### config.mk
export PLATFORM = sky130hd
export DESIGN_NAME = cmwc_cmd_fifo
export DESIGN_NICKNAME = d
export VERILOG_FILES = /design/src/sv/cmwc_pkg.sv /design/src/sv/cmwc_cmd_fifo.sv
export SDC_FILE = /design/constraint.sdc
export NUM_CORES = 1
export LEC_CHECK = 0
export BUFFER_PORTS_ARGS = -buffer_cell sky130_fd_sc_hd__buf_2
export CORE_MARGIN = 1.5
export CORE_UTILIZATION = 45
export CTS_CLUSTER_DIAMETER = 50
export DETAILED_ROUTE_END_ITERATION = 8
export PLACE_DENSITY = 0.83
export SLEW_MARGIN = 20
export SYNTH_ARGS = -nofsm -noshare
export SYNTH_HDL_FRONTEND = slang
export SYNTH_SLANG_ARGS = --single-unit
### constraint.sdc
create_clock -name clk_i -period 2.73 [get_ports clk_i]
set_input_delay 0.4095 -clock clk_i [delete_from_list [all_inputs] [get_ports clk_i]]
set_output_delay 0.4095 -clock clk_i [all_outputs]
set_load 0.05 [all_outputs]
### src/sv/cmwc_pkg.sv
// ----------------------------------------------------------------------------
// cmwc_pkg
// shared types, constants and codes of the column melt wipe compositor
// ----------------------------------------------------------------------------
package cmwc_pkg;

  localparam int MaxColumnsDef = 1024;
  localparam int QueueDepth    = 2;

  localparam int OffW  = 13;
  localparam int ColW  = 10;
  localparam int RowW  = 11;
  localparam int CfgW  = 11;
  localparam int StepW = 7;
  localparam int TickW = 4;
  localparam int CfgIdxW = 1;

  localparam logic [CfgW-1:0] ScreenWidthRst  = 11'd320;
  localparam logic [CfgW-1:0] ScreenHeightRst = 11'd200;

  localparam logic [CfgIdxW-1:0] CfgScreenWidth  = 1'd0;
  localparam logic [CfgIdxW-1:0] CfgScreenHeight = 1'd1;

  // height / 25 as (height * 1311) >> 15, exact for 11-bit heights
  localparam logic [CfgW-1:0] Div25Mul   = 11'd1311;
  localparam int              Div25Shift = 15;

  localparam logic signed [OffW-1:0] FastLimit = 13'sd16;
  localparam logic signed [OffW-1:0] LoadFloor = -13'sd16;
  localparam logic signed [OffW-1:0] LoadMin   = -13'sd15;

  typedef enum logic [1:0] {
    OP_LOAD    = 2'd0,
    OP_ADVANCE = 2'd1,
    OP_QUERY   = 2'd2,
    OP_NOP     = 2'd3
  } op_e;

  typedef struct packed {
    logic [1:0]       opcode;
    logic [ColW-1:0]  column;
    logic [RowW-1:0]  row;
    logic [7:0]       random_byte;
    logic [TickW-1:0] tick_count;
  } in_item_t;

  typedef struct packed {
    logic                   done_res;
    logic                   source_is_end;
    logic [RowW-1:0]        source_row;
    logic signed [11:0]     column_offset;
  } out_item_t;

  typedef struct packed {
    op_e                    op;
    logic [ColW-1:0]        col;
    logic                   in_range;
    logic [RowW-1:0]        row;
    logic signed [OffW-1:0] value;
    logic [TickW-1:0]       ticks;
  } cmd_t;

endpackage

### src/sv/cmwc_cmd_fifo.sv
// ----------------------------------------------------------------------------
// cmwc_cmd_fifo
// short command queue between decode and execution
// ----------------------------------------------------------------------------
module cmwc_cmd_fifo
  import cmwc_pkg::*;
(
  input  logic clk_i,
  input  logic rst_ni,
  input  logic push_i,
  input  cmd_t cmd_i,
  output logic full_o,
  input  logic pop_i,
  output logic empty_o,
  output cmd_t cmd_o
);

  localparam int PtrW = (QueueDepth > 1) ? $clog2(QueueDepth) : 1;
  localparam int CntW = $clog2(QueueDepth + 1);

  cmd_t            slot_q [QueueDepth];
  logic [PtrW-1:0] wr_q, wr_d, rd_q, rd_d;
  logic [CntW-1:0] cnt_q, cnt_d;

  assign full_o  = cnt_q == CntW'(QueueDepth);
  assign empty_o = cnt_q == '0;
  assign cmd_o   = slot_q[rd_q];

  always_comb begin
    wr_d  = wr_q;
    rd_d  = rd_q;
    cnt_d = cnt_q;
    if (push_i) begin
      wr_d = (wr_q == PtrW'(QueueDepth - 1)) ? '0 : wr_q + 1'b1;
    end
    if (pop_i) begin
      rd_d = (rd_q == PtrW'(QueueDepth - 1)) ? '0 : rd_q + 1'b1;
    end
    if (push_i && !pop_i) begin
      cnt_d = cnt_q + 1'b1;
    end else if (pop_i && !push_i) begin
      cnt_d = cnt_q - 1'b1;
    end
  end

  always_ff @(posedge clk_i or negedge rst_ni) begin
    if (!rst_ni) begin
      wr_q  <= '0;
      rd_q  <= '0;
      cnt_q <= '0;
    end else begin
      wr_q  <= wr_d;
      rd_q  <= rd_d;
      cnt_q <= cnt_d;
    end
  end

  always_ff @(posedge clk_i) begin
    if (push_i) begin
      slot_q[wr_q] <= cmd_i;
    end
  end

endmodule

# == Yosys cells after proc, flatten, opt, wreduce, memory -nomap -nowiden ==
# Memory sizes are Yosys's and may differ from the RTL's.
# Index checks and enable logic that the tools add are counted.
# word_totals
register_bits,4
mem_bits_rw,82
in_bits,45
out_inout_bits,43
n_memories,1
# memory_table
name,words,word_bits,rd,rd_ports_with_merged_regs,wr,line_no,source
slot_q,2,41,1,0,1,cmwc_cmd_fifo.sv:21,cmd_t slot_q [QueueDepth];
# op_classes
add_sub_neg,4
n_eq_ne,1
muxes,6
n_reduce_logical,6
# ops
op,count
1-bit 2-to-1 mux,4
2-bit 2-to-1 mux,2
"1-bit adder, second input constant",2
"2-bit by 1-bit adder with 2-bit output, second input constant",1
"2-bit == test, second input constant",1
1-bit logical AND,2
1-bit logical NOT,2
2-bit logical NOT,1
2-bit nonzero test,1
"2-bit by 1-bit subtractor with 2-bit output, second input constant",1

# == Depth between registers and ports, before layout ==
# depth
ltp_word,4
ltp_mapped,5
ltp_nobuf,5

# == Worst setup path after synthesis ==
# OpenSTA, ideal clock, no wires.
# synth_path
path_type,input to register
from,in push_i
to,"mem slot_q[0][0] in the netlist's numbering, enable pin"
setup_ns,0.444
t_arrival_ns,2.242
required_ns,2.286
slack_ns,0.044
stages,1
path_buffers,0
path_cell_list,nor2b_1
# synth_via
elab_chain_cells,2
# synth_lines
item,line_no,source
from (decl),cmwc_cmd_fifo.sv:10,"input logic push_i,"
1-bit 2-to-1 mux,cmwc_cmd_fifo.sv:59,if (push_i) begin
1-bit 2-to-1 mux (implied by the code),cmwc_cmd_fifo.sv:60,slot_q[wr_q] <= cmd_i;
to (decl),cmwc_cmd_fifo.sv:21,
# No other way between the ends.

==> results.cfg <==
[clock_network]
cts_buffer_depth = 2
clk_latency_ns = 0.35
cts-buffers-inserted = 9
clk_pin_slew_worst_paths_ns = 0.09
h-tree-depth = 3
cts_resized = 0
tritoncts = done
post-cts-setup-buffers = 0
clkSinkCount = 86
cts_hold_buf = 1
cts-root-buf = clkbuf_8

[synth]
synth_top_family_by_area = multiplexers
synthMuxAreaShare_pct = 18.16
syn_area_per_cell_um2 = 23.25
synth_edf_count = 82
synth.most_common_cell = edfxtp_1
ys.flop_type = edfxtp_1
synth_top_area_share_pct = 73.54
synth-simple-area-share_pct = 0.7848
synth_area_leaders = edfxtp_1 (74%), mux2_4 (17%), dfrtp_1 (3.0%)
yosysUniqueCellTypes = 13
syn_nets = 190
synthTopCellsByCount = edfxtp_1 (82), mux2_4 (39), buf_12 (4), dfrtp_1 (4), xor2_1 (4)
yosysSeqAreaShare_pct = 76.53
ys.warnings.count = 0
syn_inst = 144
synth-xor-area-share_pct = 1.308
ys_ff_latch = 86
synth_compound_area_share_pct = 0
synth_top_area_cell = edfxtp_1
synthAdderAreaFrac_pct = 0.3737
syn_area_um2 = 3348
async_flop_share_pct = 4.651

[final_layout]
syn2layout_area_growth_pct = 22.05
multi_input_area_um2 = 699.4
n_antenna_cell = 0
fillers = 574
drive_gt1_share_pct = 60.98
register_area_um2 = 2564
nNetsFinal = 287
finish.utilization_pct = 56.64
final_area_um2 = 4086

[timing]
min_period_ns = 2.264
setup_viol = 0
hold_violations = 0
setup_ws_ns = 0.4656
holdWs_ns = 0.2429
tns_ns = 0
rsz0062_at_grt = false
skew_ns = 0.008695
finalMaxSlewViolations = 0
slew_headroom_pct = 70.95
worst_pin_slew_ns = 0.4349
max_freq_mhz = 441.6
period_share_pct = 82.95

[global_route]
grt_max_degree = 32
grt_pass1_vias = 1546
grtUsageTotal_pct = 13.44
antenna_found_initial = 0
grt_overflow = 0
grt_pass1_wl_mm = 7.493

[place]
numPortBuffers = 87
dp_hpwl_mm = 3.645
pre_cts_slack_ns = 0.8313
placed_area_um2 = 3874
place.gp.congestion = 0.6807

[worst_setup_path]
cp_cell_sequence = buf_12 > mux2_2 > buf_2
slowest_delay_ns = 0.62
end_kind = output pin
path_class = reg2out
cp_max_fo = 31
worstPathRequired_ns = 2.32
cp_data_arrival_time_ns = 1.85
path_delay_family = flip-flops
startpoint_type = flip-flop
cp_num_buf_inv = 2
crit_slowest_cell = dfrtp_2

[routing]
postRouteAntennaNets = 0
route.vias.total = 1608
drt_iter0_markers = 82
detail_route.vias_per_cell = 4.661
routedWlPerCell_um = 15.37
wl_mm = 5.302
drcViolationCount = 0
firstDrtPassIters = 4

[floorplanning]
die-area_um2 = 7967
ios = 88
initial_utilization_pct = 46.41
rows = 31
core_area_um2 = 7214
die_w_um = 89.26
die_h_um = 89.26

[power_and_ir_drop]
p_per_area_nw_per_um2 = 1200
irDropWorstVdd_uv = 424.4
p_leak_nw = 1.658

[run_status]
outcome = finished, final reports clean

[worst_hold_path]
min_path_type = in2reg

[job]
maxCapViolations = 0
## logic make-up after synthesis
logic type	Yosys count
DFF	86
muxes	41
buffers and inverters	6
xor gates and xnor gates	5
and+or+nand+nor	5
adders and majority gates	1
## worst reg2reg max path: cells and delay by family, from the launching register on
family	cells	cell delay (ns)
buffers and inverters	1	0.43
and+or+nand+nor	1	0.38
DFF	1	0.43
## per-layer routing
metal / track usage (%) / wire length, um
met5: 0 / 0
met4: 8.951 / 172
met3: 3.601 / 308
met2: 21.12 / 2571
met1: 16.35 / 2250
## metrics by stage
step / instances / power, W
finish: 345 / 0.004903
global route: 345 / 0.005117
CTS: 345 / 0.004959
detailed placement: 328 / 0.004069
global placement: 328 / 0.004036
floorplan: 144 / 0.003765
## final timing paths
path / startpoint / cells past startpoint / slack (ns) / endpoint
setup / recovery: rd_q$_DFFE_PN0P_ / 3 / 0.47 / cmd_o[20]
hold / removal: cmd_i[37] / 1 / 0.24 / slot_q[0][37]$_DFFE_PP_
setup reg to reg: wr_q$_DFFE_PN0P_ / 2 / 1.14 / slot_q[1][3]$_DFFE_PP_
hold reg to reg: cnt_q[1]$_DFFE_PN0P_ / 1 / 0.52 / cnt_q[1]$_DFFE_PN0P_
max in group asynchronous: rst_ni / 2 / 2.19 / rd_q$_DFFE_PN0P_
min in group asynchronous: rst_ni / 2 / 0.41 / rd_q$_DFFE_PN0P_
## sequential cells by signal (all words and copies together), names as in the netlist
register	cells
cnt_q	2
rd_q	1
slot_q	82
wr_q	1
## layout by cell type, fill, tap and decap left out
master / netlist / final
and2_2: 0 / 1
nor2b_1: 2 / 1
inv_1: 1 / 1
dfrtp_1: 4 / 3
xnor2_1: 1 / 1
inv_6: 0 / 3
xor2_1: 4 / 4
nor2b_4: 0 / 1
buf_4: 0 / 1
ha_1: 1 / 1
dfrtp_2: 0 / 1
clkbuf_8: 0 / 9
clkinvlp_4: 0 / 3
buf_12: 4 / 2
dlygate4sd3_1: 0 / 1
edfxtp_1: 82 / 82
bufinv_16: 0 / 1
mux2_4: 39 / 39
mux2_2: 2 / 2
buf_2: 0 / 87
nor2_1: 2 / 2
## area by class of cell
type,count,share of cell area (%)
clock buffer,9,3.031
clock inverter,7,1.929
inverter,1,0.09186
multi-input combinational,52,17.12
sequential,86,62.74
tap,99,3.031
timing repair buffer,91,12.06
## where the power goes
group / switching, W / internal [W] / total, W
sequential: 0.000131 / 0.00175 / 0.00188
combinational: 0.00142 / 0.000708 / 0.00213
clock: 0.000459 / 0.000432 / 0.000890
No activity file was read; power rests on OpenSTA's default activity.
