--- src/sv/cmwc_pkg.sv ---
// ----------------------------------------------------------------------------
// cmwc_pkg
// shared types, constants and codes of the column melt wipe compositor
// ----------------------------------------------------------------------------
package cmwc_pkg;

  localparam int MaxColumnsDef = 1024;
  localparam int QueueDepth    = 2;

  localparam int OffW  = 13;
  localparam int ColW  = 10;
  localparam int RowW  = 11;
  localparam int CfgW  = 11;
  localparam int StepW = 7;
  localparam int TickW = 4;
  localparam int CfgIdxW = 1;

  localparam logic [CfgW-1:0] ScreenWidthRst  = 11'd320;
  localparam logic [CfgW-1:0] ScreenHeightRst = 11'd200;

  localparam logic [CfgIdxW-1:0] CfgScreenWidth  = 1'd0;
  localparam logic [CfgIdxW-1:0] CfgScreenHeight = 1'd1;

  // height / 25 as (height * 1311) >> 15, exact for 11-bit heights
  localparam logic [CfgW-1:0] Div25Mul   = 11'd1311;
  localparam int              Div25Shift = 15;

  localparam logic signed [OffW-1:0] FastLimit = 13'sd16;
  localparam logic signed [OffW-1:0] LoadFloor = -13'sd16;
  localparam logic signed [OffW-1:0] LoadMin   = -13'sd15;

  typedef enum logic [1:0] {
    OP_LOAD    = 2'd0,
    OP_ADVANCE = 2'd1,
    OP_QUERY   = 2'd2,
    OP_NOP     = 2'd3
  } op_e;

  typedef struct packed {
    logic [1:0]       opcode;
    logic [ColW-1:0]  column;
    logic [RowW-1:0]  row;
    logic [7:0]       random_byte;
    logic [TickW-1:0] tick_count;
  } in_item_t;

  typedef struct packed {
    logic                   done_res;
    logic                   source_is_end;
    logic [RowW-1:0]        source_row;
    logic signed [11:0]     column_offset;
  } out_item_t;

  typedef struct packed {
    op_e                    op;
    logic [ColW-1:0]        col;
    logic                   in_range;
    logic [RowW-1:0]        row;
    logic signed [OffW-1:0] value;
    logic [TickW-1:0]       ticks;
  } cmd_t;

endpackage

--- src/sv/cmwc_if.sv ---
// ----------------------------------------------------------------------------
// cmwc stream interfaces
// valid/ready channels for input and result words
// ----------------------------------------------------------------------------
interface cmwc_in_if;
  import cmwc_pkg::*;
  logic     valid;
  logic     ready;
  in_item_t data;

  modport source (output valid, output data, input ready);
  modport sink (input valid, input data, output ready);
endinterface


--- src/sv/cmwc_front.sv ---
// ----------------------------------------------------------------------------
// cmwc_front
// accepts input words, decodes them and works out load offsets
// ----------------------------------------------------------------------------
module cmwc_front
  import cmwc_pkg::*;
#(
  parameter int MAX_COLUMNS = MaxColumnsDef
) (
  input  logic       clk_i,
  input  logic       rst_ni,
  cmwc_in_if.sink    in_i,
  input  logic       full_i,
  output logic       push_o,
  output cmd_t       cmd_o
);

  logic signed [OffW-1:0] prev_q, prev_d;
  logic signed [OffW-1:0] load_v, step_v;
  logic [3:0]             s1;
  logic [2:0]             s2;
  logic [1:0]             m3;

  // random_byte mod 3 through base-4 digit sums
  always_comb begin
    s1 = 4'(in_i.data.random_byte[1:0]) + 4'(in_i.data.random_byte[3:2])
       + 4'(in_i.data.random_byte[5:4]) + 4'(in_i.data.random_byte[7:6]);
    s2 = 3'(s1[1:0]) + 3'(s1[3:2]);
    if (s2 >= 3'd3) begin
      s2 = s2 - 3'd3;
    end
    if (s2 >= 3'd3) begin
      s2 = s2 - 3'd3;
    end
    m3 = s2[1:0];
  end

  always_comb begin
    step_v = prev_q + signed'({11'd0, m3}) - 13'sd1;
    if (in_i.data.column == '0) begin
      load_v = -signed'({9'd0, in_i.data.random_byte[3:0]});
    end else if (step_v > 13'sd0) begin
      load_v = '0;
    end else if (step_v == LoadFloor) begin
      load_v = LoadMin;
    end else begin
      load_v = step_v;
    end
  end

  assign in_i.ready = !full_i;
  assign push_o     = in_i.valid && !full_i;

  always_comb begin
    cmd_o.op       = op_e'(in_i.data.opcode);
    cmd_o.col      = in_i.data.column;
    cmd_o.in_range = 32'(in_i.data.column) < MAX_COLUMNS;
    cmd_o.row      = in_i.data.row;
    cmd_o.value    = load_v;
    cmd_o.ticks    = in_i.data.tick_count;
  end

  always_comb begin
    prev_d = prev_q;
    if (push_o && (op_e'(in_i.data.opcode) == OP_LOAD)) begin
      prev_d = load_v;
    end
  end

  always_ff @(posedge clk_i or negedge rst_ni) begin
    if (!rst_ni) begin
      prev_q <= '0;
    end else begin
      prev_q <= prev_d;
    end
  end

endmodule

--- src/flat_wrapper.sv ---
// flat-port wrapper written by rule: the top's interface ports become plain ports
module cmwc_front_flat import cmwc_pkg::*;
#(
  parameter int MAX_COLUMNS = MaxColumnsDef
)
  (clk_i, rst_ni, full_i, push_o, cmd_o, in_i_valid, in_i_data, in_i_ready);
  cmwc_in_if in_i_i ();
  input  logic clk_i;
  input  logic rst_ni;
  input  logic full_i;
  output logic push_o;
  output cmd_t cmd_o;
  input wire logic [$bits(in_i_i.valid)-1:0] in_i_valid;
  input wire logic [$bits(in_i_i.data)-1:0] in_i_data;
  output wire logic [$bits(in_i_i.ready)-1:0] in_i_ready;
  assign in_i_i.valid = in_i_valid;
  assign in_i_i.data = in_i_data;
  assign in_i_ready = in_i_i.ready;
  cmwc_front #(.MAX_COLUMNS(MAX_COLUMNS)) u_core (.clk_i(clk_i), .rst_ni(rst_ni), .in_i(in_i_i), .full_i(full_i), .push_o(push_o), .cmd_o(cmd_o));
endmodule
--- config.mk ---
export PLATFORM = sky130hd
export DESIGN_NAME = cmwc_front_flat
export DESIGN_NICKNAME = d
export VERILOG_FILES = /design/src/sv/cmwc_pkg.sv /design/src/sv/cmwc_if.sv /design/src/sv/cmwc_front.sv /design/src/flat_wrapper.sv
export SDC_FILE = /design/constraint.sdc
export NUM_CORES = 1
export LEC_CHECK = 0
export ABC_AREA = 1
export BUFFER_PORTS_ARGS = -buffer_cell sky130_fd_sc_hd__buf_2
export CAP_MARGIN = 5
export CORE_MARGIN = 1
export CORE_UTILIZATION = 41
export DETAILED_ROUTE_END_ITERATION = 16
export PLACE_DENSITY = 0.72
export SLEW_MARGIN = 20
export SYNTH_ARGS = -nofsm -noshare
export SYNTH_HDL_FRONTEND = slang
export SYNTH_SLANG_ARGS = --single-unit
--- constraint.sdc ---
create_clock -name clk_i -period 10.4 [get_ports clk_i]
set_input_delay 2.6 -clock clk_i [delete_from_list [all_inputs] [get_ports clk_i]]
set_output_delay 2.6 -clock clk_i [all_outputs]
set_load 0.1 [all_outputs]
# Yosys cells after proc, flatten, opt, wreduce, memory -nomap -nowiden
# Cells that the tools add are included.
[classes]
magnitude_cmp = 3
n_mux = 5
n_reduce_logical = 5
add_sub_neg = 9
eq_ne = 1
[op_table]
columns = ["operator", "count"]
rows = [
  ["$mux W13", 3],
  ["$add A13 B3 Y13", 1],
  ["$eq A13 B5 Y1 const B", 1],
  ["$gt A13 B1 Y1 const B", 1],
  ["$neg A4 Y13", 1],
  ["$sub A13 B2 Y13 const B", 1],
  ["$logic_not A10 Y1", 1],
  ["$add A4 B2 Y4", 2],
  ["$add A2 B2 Y3", 2],
  ["$ge A3 B2 Y1 const B", 2],
  ["$mux W3", 1],
  ["$sub A3 B2 Y3 const B", 1],
  ["$logic_and A1 B1 Y1", 2],
  ["$logic_not A2 Y1", 1],
  ["$mux W2", 1],
  ["$sub A2 B2 Y2 const B", 1],
  ["$logic_not A1 Y1", 1],
]
[totals]
word_cells = 24
register_bits = 13
output_inout_bits = 43

# Logic depth before layout (Yosys ltp)
# Gate-level depths: netlist of run 1.
[depth]
word_depth = 14
mapped_depth = 45

# Worst setup path after synthesis of run 1
# Ideal clock, no wire load.
[synth_timing]
kind = "input port to output port"
startpoint = "in in_i_data[4]"
endpoint = "out cmd_o[10] (netlist bit)"
n_path_buf = 1
arrival_ps = 8701
cell_stages = 41
required_time_ps = 7800
path_slack_ps = -901
path_cell_list = "ha_1 fa_1 inv_1 fa_1 inv_1 ha_1 inv_1 fa_1 inv_1 ha_1 inv_1 fa_1 inv_1 ha_1 ha_1 inv_1 nand2_1 a21oi_1 (+5 left out) inv_1 ha_1 inv_1 fa_1 inv_1 nand2_1 nand2_1 nand3_1 nand3_1 nand2_1 nor2_1 nand2_1 nor2_1 nand3_1 nand2_2 buf_6 nand2_1 nand2_1"
[synth_rtl]
columns = ["element", "line", "text"]
rows = [
  ["start, declared", "flat_wrapper.sv:14", "input wire logic [$bits(in_i_i.data)-1:0] in_i_data;"],
  ["end, declared", "flat_wrapper.sv:12", "output cmd_t cmd_o;"],
]

==> flow_summary.json, run 1 <==
{
  "wire_per_inst_um": 11.6,
  "ys_seq_area_share_pct": 15.6,
  "dr.pass1.iters": 4,
  "r2r_slack_ps": 7640,
  "start_util_pct": 43.3,
  "violations": "setup timing",
  "period_share_pct": 107,
  "hpwl_mm": 4.32,
  "ys_warn_count": 0,
  "groute.usage.overall_pct": 22.0,
  "met1Wirelength_mm": 2.40,
  "min_path_cells": 2,
  "syn_area_um2": 2090,
  "grt_pass1_vias": 2197,
  "slowest_stage": "fa_1",
  "finalHoldViolCount": 0,
  "initialDrtViolationCount": 98,
  "vias_per_cell": 4.74,
  "cts_buffers": 3,
  "worstPathArrival_ps": 8560,
  "tightest_slew_ps": 1010,
  "final_common_cell": "nand2_1",
  "gr-total-overflow": 0,
  "final_max_slew_viol_count": 0,
  "rsz0062_at_grt": "yes",
  "layout.cells.most_common_list": "nand2_1 (94), inv_1 (65), buf_2 (35)",
  "syn_avg_cell_area_um2": 5.91,
  "dr_total_vias": 2260,
  "setup_viol": 13,
  "max_slew_margin_pct": 32.5,
  "nFillCells": 414,
  "cp_common_cell": "inv_2",
  "status": "complete, but fails checks",
  "start_kind": "primary input",
  "finalClockSkew_ps": 4.15,
  "grt_max_degree": 16,
  "row_count": 25,
  "io_pins": 82,
  "path_class": "primary input to primary output",
  "cts_tree": "built",
  "io_buffer_count": 50,
  "antennaDiodeCount": 0,
  "drt-total-wl_mm": 5.54,
  "netlist_top_cells_area": "nand2_1 (23%), dfrtp_1 (16%), inv_1 (13%)",
  "clockBufferDepth": 2,
  "clock_latency_ps": 250,
  "regMostFlops": "u_core.prev_q",
  "period_needed_ps": 11160,
  "reg_top3": "u_core.prev_q (13)",
  "final_util_pct": 65.8,
  "synth_top_area_cell": "nand2_1",
  "syn_to_final_growth_pct": 52.1,
  "min_to": "u_core.prev_q[0]",
  "placed_area_um2": 2880,
  "antenna_found_initial": 0,
  "max_cap_viol_count": 0,
  "htree_levels": 1,
  "reg2regPathDepth": 21,
  "worstHoldStart": "u_core.prev_q[0]",
  "gp_congestion": 0.892,
  "synthesis.nets": 418,
  "max_stage_delay_ps": 510,
  "coreArea_um2": 4820,
  "drc": 0,
  "stdcell_area_um2": 3170,
  "setup.worst_path.end_class": "primary output",
  "wl_met2_mm": 2.84,
  "synth_cell_types": 26,
  "worst-path-max-fanout": 6,
  "ant_nets": 0,
  "largest_reg_flops": 13,
  "syn_inst": 353,
  "crit_required_ps": 7800,
  "top_layer": "met4",
  "nNetsFinal": 476,
  "max_freq_ghz": 0.0896,
  "stdcell_count": 477,
  "numPlacedInstances": 467,
  "clock_sinks": 13,
  "hp-class": "flip-flop to flip-flop",
  "rr_startpoint": "u_core.prev_q[1]",
  "die_area_um2": 5380,
  "clkTransAtPathRegs_ps": 60,
  "synth.top_cell.area_share_pct": 22.9,
  "die_h_um": 73.3,
  "die_w_um": 73.3,
  "wl_met3_um": 214,
  "r2r_end": "u_core.prev_q[2]",
  "drive_above_1_share_pct": 39.3,
  "cts_root_buf": "clkbuf_8",
  "grt_first_pass_wirelength_mm": 9.24,
  "fin_ws_ps": -760,
  "synth_seq_cells": 13
}
-- routing by layer --
layer,global-route usage (%),up-vias
li1,-,1153
met3,1.37,9
met2,40.0,63
met4,6.62,0
met5,0,-
met1,27.8,1035
-- synthesized netlist by cell type --
cell type / number
buf_6: 1
a31oi_1: 3
o21bai_1: 3
nor4_1: 1
conb_1: 1
inv_2: 2
nor2_2: 1
buf_4: 28
nand2_1: 127
nor2_1: 27
buf_2: 1
nand4_1: 2
xor2_1: 1
fa_1: 6
clkbuf_1: 1
a21oi_1: 9
nand3_1: 21
nand2_2: 4
dfrtp_1: 13
o21ai_0: 3
nand3b_1: 1
or2_2: 1
and2_1: 1
inv_1: 72
ha_1: 20
nor3_1: 3
-- area by class of cell --
cell class	count	area, um^2	area share [%]
multi-input cells	236	1720	54.4
repair buffers	83	713	22.5
flip-flops and latches	13	325	10.3
inverters	74	280	8.84
well taps	67	83.8	2.64
clock buffers	4	45.0	1.42
-- what timing repair did --
action,4_1_cts,5_1_grt
pin swaps,8,12
endpoints found under the setup margin,13,13
cloned,1,0
resized for setup,21,32
hold buffers,0,0
buffers inserted,4,1
-- how the worst max path moves through the flow --
stage	from	end	slack, ps	cells after the start
global placement	in_i_data[4]	cmd_o[12]	-710	39
finish	in_i_data[4]	cmd_o[7]	-760	42
floorplan	in_i_data[4]	cmd_o[10]	-320	41
detailed placement	in_i_data[4]	cmd_o[15]	-870	42
CTS	in_i_data[4]	cmd_o[11]	-740	43
global route	in_i_data[4]	cmd_o[7]	-1060	42
-- cell families (layout without fill, tap and decap cells) --
| logic type | after synthesis | after routing | synth area share, % |
|---|---|---|---|
| xor gates and xnor gates | 1 | 1 | 0.420 |
| other | 1 | 1 | 0.180 |
| AOI/OAI and AO/OA | 18 | 18 | 4.86 |
| and+or+nand+nor | 189 | 190 | 36.8 |
| adders and majority gates | 26 | 26 | 17.8 |
| buffers and inverters | 105 | 161 | 24.4 |
| DFF | 13 | 13 | 15.6 |
-- stage by stage --
stage | hold slack [ps] | setup WS [ps] | TNS [ps]
2_1_floorplan | 449 | -320 | -3400
3_3_place_gp | 467 | -707 | -8420
3_5_place_dp | 473 | -868 | -10370
4_1_cts | 488 | -737 | -9130
5_1_grt | 524 | -1060 | -12800
6_report | 508 | -760 | -9000
-- critical path: cells and delay by family --
family                   cells  cell delay [ps]
AO/OA/AOI/OAI                3              490
adder cells (fa/ha/maj)     12             3290
buffers and inverters       13              890
AND/OR/NAND/NOR             14             1250
Power of run 1 is left out: the tool's default activity adds up to more than one toggle a clock period on the data nets, which glitch-free logic cannot reach.
==> run 2, diff against run 1 <==
--- a/config.mk
+++ b/config.mk
@@ -9,9 +9,10 @@
 export BUFFER_PORTS_ARGS = -buffer_cell sky130_fd_sc_hd__buf_2
 export CAP_MARGIN = 5
 export CORE_MARGIN = 1
-export CORE_UTILIZATION = 41
+export CORE_UTILIZATION = 45
 export DETAILED_ROUTE_END_ITERATION = 16
-export PLACE_DENSITY = 0.72
+export HOLD_SLACK_MARGIN = 0.1
+export PLACE_DENSITY = 0.78
 export SLEW_MARGIN = 20
 export SYNTH_ARGS = -nofsm -noshare
 export SYNTH_HDL_FRONTEND = slang
==> run 2 against run 1 <==
The flow still finishes with violations (setup timing); critical path depth did not move; clock skew is essentially flat; setup slack got worse by 400 ps; register-to-register slack worse by 360 ps; via count is 7.1% higher; worst hold slack improved by 12 ps; flip-flop and latch count did not move; non-clock buffer count up 6; sequential share of layout area about the same.
==> flow_summary.json, run 2 (synthesis gave the netlist of run 1 again) <==
{
  "numPlacedInstances": 449,
  "gr-total-overflow": 0,
  "dr.pass1.iters": 4,
  "tightest_slew_ps": 1130,
  "setup.worst_path.end_class": "primary output",
  "crit_family": "adder cells",
  "nNetsFinal": 482,
  "max_freq_ghz": 0.0865,
  "cts_buffers": 3,
  "dp_slack_ps": -959,
  "drt-total-wl_mm": 6.84,
  "r2r_slack_ps": 7280,
  "coreArea_um2": 4410,
  "fin_tns_setup_ps": -14020,
  "initialDrtViolationCount": 165,
  "start_kind": "primary input",
  "drc": 0,
  "worstHoldStart": "u_core.prev_q[8]",
  "gp_congestion": 0.976,
  "hpwl_mm": 4.32,
  "stdcell_area_um2": 3180,
  "regMostFlops": "u_core.prev_q",
  "row_count": 24,
  "period_needed_ps": 11560,
  "htree_levels": 1,
  "grt_max_degree": 16,
  "largest_reg_flops": 13,
  "clock_sinks": 13,
  "start_util_pct": 47.3,
  "die_area_um2": 4910,
  "max_stage_delay_ps": 570,
  "r2r_end": "u_core.prev_q[4]",
  "critPathBufInv": 13,
  "violations": "setup timing",
  "die_h_um": 70.1,
  "max_slew_margin_pct": 23.7,
  "period_share_pct": 111,
  "antennaDiodeCount": 0,
  "rr_startpoint": "u_core.prev_q[1]",
  "groute.usage.overall_pct": 24.1,
  "reg_top3": "u_core.prev_q (13)",
  "hp-class": "flip-flop to flip-flop",
  "worst-path-max-fanout": 6,
  "finalClockSkew_ps": 3.74,
  "min_to": "u_core.prev_q[8]",
  "finalHoldViolCount": 0,
  "drive_above_1_share_pct": 38.9,
  "die_w_um": 70.1,
  "min_path_cells": 2,
  "setup_viol": 13,
  "worstPathArrival_ps": 8960,
  "crit_required_ps": 7800,
  "reg2regPathDepth": 25,
  "clockBufferDepth": 2,
  "rsz0062_at_grt": "yes",
  "cp_common_cell": "inv_2",
  "grt_first_pass_wirelength_mm": 9.45,
  "cts_root_buf": "clkbuf_8",
  "cts_tree": "built",
  "clock_latency_ps": 250,
  "stdcell_count": 468,
  "grt_pass1_vias": 2231,
  "fin_ws_ps": -1160,
  "final_max_slew_viol_count": 0,
  "startpoint": "in_i_data[4]",
  "layout.cells.most_common_list": "nand2_1 (92), inv_1 (65), buf_4 (38)",
  "slowest_stage": "fa_1",
  "status": "complete, but fails checks",
  "clkTransAtPathRegs_ps": 60,
  "syn_to_final_growth_pct": 52.6,
  "max_cap_viol_count": 0,
  "vias_per_cell": 5.17,
  "wire_per_inst_um": 14.6,
  "placed_area_um2": 2830,
  "io_pins": 82,
  "final_common_cell": "nand2_1",
  "nFillCells": 324,
  "ant_nets": 0,
  "dr_total_vias": 2420,
  "io_buffer_count": 50,
  "antenna_found_initial": 0,
  "path_class": "primary input to primary output"
}
## run 2: cell types whose count changed in the layout (fill, tap and decap cells not counted), moves of 3 or more
| cell | change |
|---|---|
| buf_4 | +7 |
| ha_1 | +3 |
| nor2_1 | +3 |
| nor2_2 | -4 |
## run 2: stage by stage
step / hold slack (ps) / util, %
6_report: 520 / 72.1
3_5_place_dp: 467 / 64.2
2_1_floorplan: 449 / -
4_1_cts: 484 / 68.7
3_3_place_gp: 461 / 64.2
5_1_grt: 533 / 72.1
## run 2: final cells by class
class,count,area [um^2],share of cell area (%)
clock buffers,4,45.0,1.42
inverters,74,278,8.73
multi-input cells,236,1710,53.8
flip-flops and latches,13,325,10.2
well taps,52,65.1,2.04
repair buffers,89,758,23.8
## run 2: repair_timing
action | 4_1_cts | 5_1_grt
gates cloned | 1 | 0
gates resized for setup | 28 | 21
setup buffers | 7 | 7
endpoints found under the setup margin | 13 | 13
hold buffers | 0 | 0
pin swaps | 7 | 14
endpoints found under the hold margin | 0 | 0
## run 2: worst max-delay path by stage
stage | slack (ps) | depth (start not counted) | end
final | -1160 | 42 | cmd_o[7]
after CTS | -760 | 42 | cmd_o[10]
after floorplan | -320 | 41 | cmd_o[10]
after global routing | -1410 | 42 | cmd_o[7]
after global placement | -740 | 39 | cmd_o[13]
after detailed placement | -960 | 42 | cmd_o[5]
## run 2: worst register-to-register path, cell delays in order (launching register included)
cell and delay [ps]:
dfrtp_1 370, inv_1 50, ha_1 280, inv_2 70
ha_4 130, inv_2 40, fa_2 340, inv_2 100
nand2_4 80, nand2_4 90, buf_4 110, nand2_1 40
nand2_1 90, nand2_2 70, nand3_1 120, nor2_1 60
nand2_1 110, nor2_4 70, nand3_4 160, nand2_8 100
nand2_2 100, nand2_4 70, buf_4 180, buf_4 120
nand2_1 40, nand2_1 40
## run 2: layer usage
| layer | vias to the layer above | routed length [um] | track usage (%) |
|---|---|---|---|
| met3 | 35 | 378 | 2.45 |
| met4 | 0 | 371 | 8.67 |
| met5 | - | 0 | 0 |
| met1 | 1130 | 2590 | 27.2 |
| met2 | 94 | 3500 | 46.3 |
| li1 | 1161 | - | - |
Power of run 2 is left out for the same reason.
==> run 3, diff against run 2 <==
--- a/config.mk
+++ b/config.mk
@@ -10,6 +10,7 @@
 export CAP_MARGIN = 5
 export CORE_MARGIN = 1
 export CORE_UTILIZATION = 45
+export CTS_CLUSTER_SIZE = 25
 export DETAILED_ROUTE_END_ITERATION = 16
 export HOLD_SLACK_MARGIN = 0.1
 export PLACE_DENSITY = 0.78
==> constraint.sdc (replaced) <==
create_clock -name clk_i -period 10.4 [get_ports clk_i]
set_input_delay 2.6 -clock clk_i [delete_from_list [all_inputs] [get_ports clk_i]]
set_output_delay 2.6 -clock clk_i [all_outputs]
set_load 0.05 [all_outputs]
==> run 3 against run 2 <==
The flow still finishes with violations (setup timing); clock skew grew 3.8 ps; register-to-register slack hardly changed; setup slack improved by 190 ps; worst hold slack improved by 28 ps; critical path depth stayed put.
==> flow_summary.json, run 3 (synthesis gave the netlist of run 1 again) <==
{
  "status": "complete, but fails checks",
  "violations": "setup timing",
  "finalHoldViolCount": 0,
  "clockBufferDepth": 2,
  "nNetsFinal": 482,
  "rsz0062_at_grt": "yes",
  "cts_tree": "built",
  "path_class": "primary input to primary output",
  "gp_congestion": 0.920,
  "grt_first_pass_wirelength_mm": 10.3,
  "grt_max_degree": 16,
  "critPathBufInv": 13,
  "period_share_pct": 109,
  "coreArea_um2": 4410,
  "max_cap_viol_count": 0,
  "wl_met2_mm": 3.51,
  "io_pins": 82,
  "crit_family": "adder cells",
  "tightest_slew_ps": 1120,
  "top_layer": "met4",
  "gr-total-overflow": 0,
  "hpwl_mm": 4.12,
  "min_path_cells": 2,
  "fin_tns_setup_ps": -11610,
  "setup_viol": 13,
  "drive_above_1_share_pct": 38.5,
  "syn_to_final_growth_pct": 45.5,
  "clock_latency_ps": 250,
  "groute.usage.overall_pct": 25.8,
  "largest_reg_flops": 13,
  "finalClockSkew_ps": 7.53,
  "initialDrtViolationCount": 185,
  "cts_root_buf": "clkbuf_8",
  "antennaDiodeCount": 0,
  "final_util_pct": 68.7,
  "crit_required_ps": 7800,
  "dr.pass1.iters": 5,
  "start_util_pct": 47.3,
  "start_kind": "primary input",
  "wire_per_inst_um": 14.6,
  "vias_per_cell": 5.14,
  "reg_top3": "u_core.prev_q (13)",
  "hold_buffers": 0,
  "slowest_stage": "fa_1",
  "layout.cells.most_common_list": "nand2_1 (95), inv_1 (65), buf_4 (38)",
  "period_needed_ps": 11360,
  "die_h_um": 70.1,
  "dp_slack_ps": -1090,
  "fin_ws_ps": -964,
  "max_slew_margin_pct": 25.6,
  "drc": 0,
  "die_area_um2": 4910,
  "ant_nets": 0,
  "row_count": 24,
  "drt-total-wl_mm": 6.84,
  "holdWs_ps": 548,
  "cp_common_cell": "inv_2",
  "io_buffer_count": 50,
  "worst-path-max-fanout": 6,
  "clock_sinks": 13,
  "max_freq_ghz": 0.0880,
  "met1Wirelength_mm": 2.62,
  "final_max_slew_viol_count": 0,
  "antenna_found_initial": 0,
  "die_w_um": 70.1,
  "cts_buffers": 3,
  "setup.worst_path.end_class": "primary output",
  "worstPathArrival_ps": 8760,
  "nFillCells": 319,
  "grt_pass1_vias": 2340,
  "clkTransAtPathRegs_ps": 60,
  "wl_met3_um": 431,
  "regMostFlops": "u_core.prev_q",
  "hp-class": "flip-flop to flip-flop",
  "max_stage_delay_ps": 530,
  "htree_levels": 1,
  "final_common_cell": "nand2_1",
  "path_depth": 42,
  "dr_total_vias": 2405,
  "reg2regPathDepth": 23
}
-- run 3: changes by cell type in the layout (fill, tap and decap cells not counted), moves of 2 or more --
cell,previous run,this run
nand3_4,1,3
nand2_8,13,3
nand2_2,14,11
nand2_1,92,95
nand2_4,13,23
buf_8,1,15
buf_12,13,0
-- run 3: tightest hold or removal path, delay by kind of cell, from the launching register on --
kind	cells	cell delay (ps)
flip-flops	1	370
AND/OR/NAND/NOR	2	150
-- run 3: final cells by class --
type | count | area [um^2] | area share [%]
clock buffer | 4 | 45.0 | 1.48
inverter | 74 | 278 | 9.15
multi-input combinational | 236 | 1620 | 53.5
sequential | 13 | 325 | 10.7
tap | 52 | 65.1 | 2.14
timing repair buffer | 89 | 697 | 23.0
-- run 3: repair_timing --
| item | 4_1_cts | 5_1_grt |
|---|---|---|
| buffers inserted | 6 | 7 |
| pin swaps | 10 | 31 |
| setup endpoints to repair | 13 | 13 |
| hold endpoints to repair | 0 | 0 |
| gates cloned | 1 | 0 |
| gates resized for setup | 70 | 21 |
-- run 3: path summary, 6_finish.rpt --
kind,slack [ps],endpoint,start
setup / recovery,-960,cmd_o[9],in_i_data[6]
hold / removal,550,u_core.prev_q[1],u_core.prev_q[1]
setup reg to reg,7290,u_core.prev_q[11],u_core.prev_q[1]
hold reg to reg,550,u_core.prev_q[1],u_core.prev_q[1]
max in group asynchronous,7910,u_core.prev_q[2],rst_ni
min in group asynchronous,2240,u_core.prev_q[4],rst_ni
-- run 3: metrics by stage --
| stage | area, um^2 | std cells |
|---|---|---|
| final | 3030 | 468 |
| after global routing | 3030 | 468 |
| after floorplan | 2260 | 353 |
| after CTS | 2880 | 461 |
| after global placement | 2550 | 450 |
| after detailed placement | 2550 | 450 |
-- run 3: metal layers --
metal  up-vias  track usage [%]
met5         -                0
met4         0             14.4
met3        30             3.61
met2       116             46.8
met1      1100             28.6
li1       1159                -
Power of run 3 is left out for the same reason.
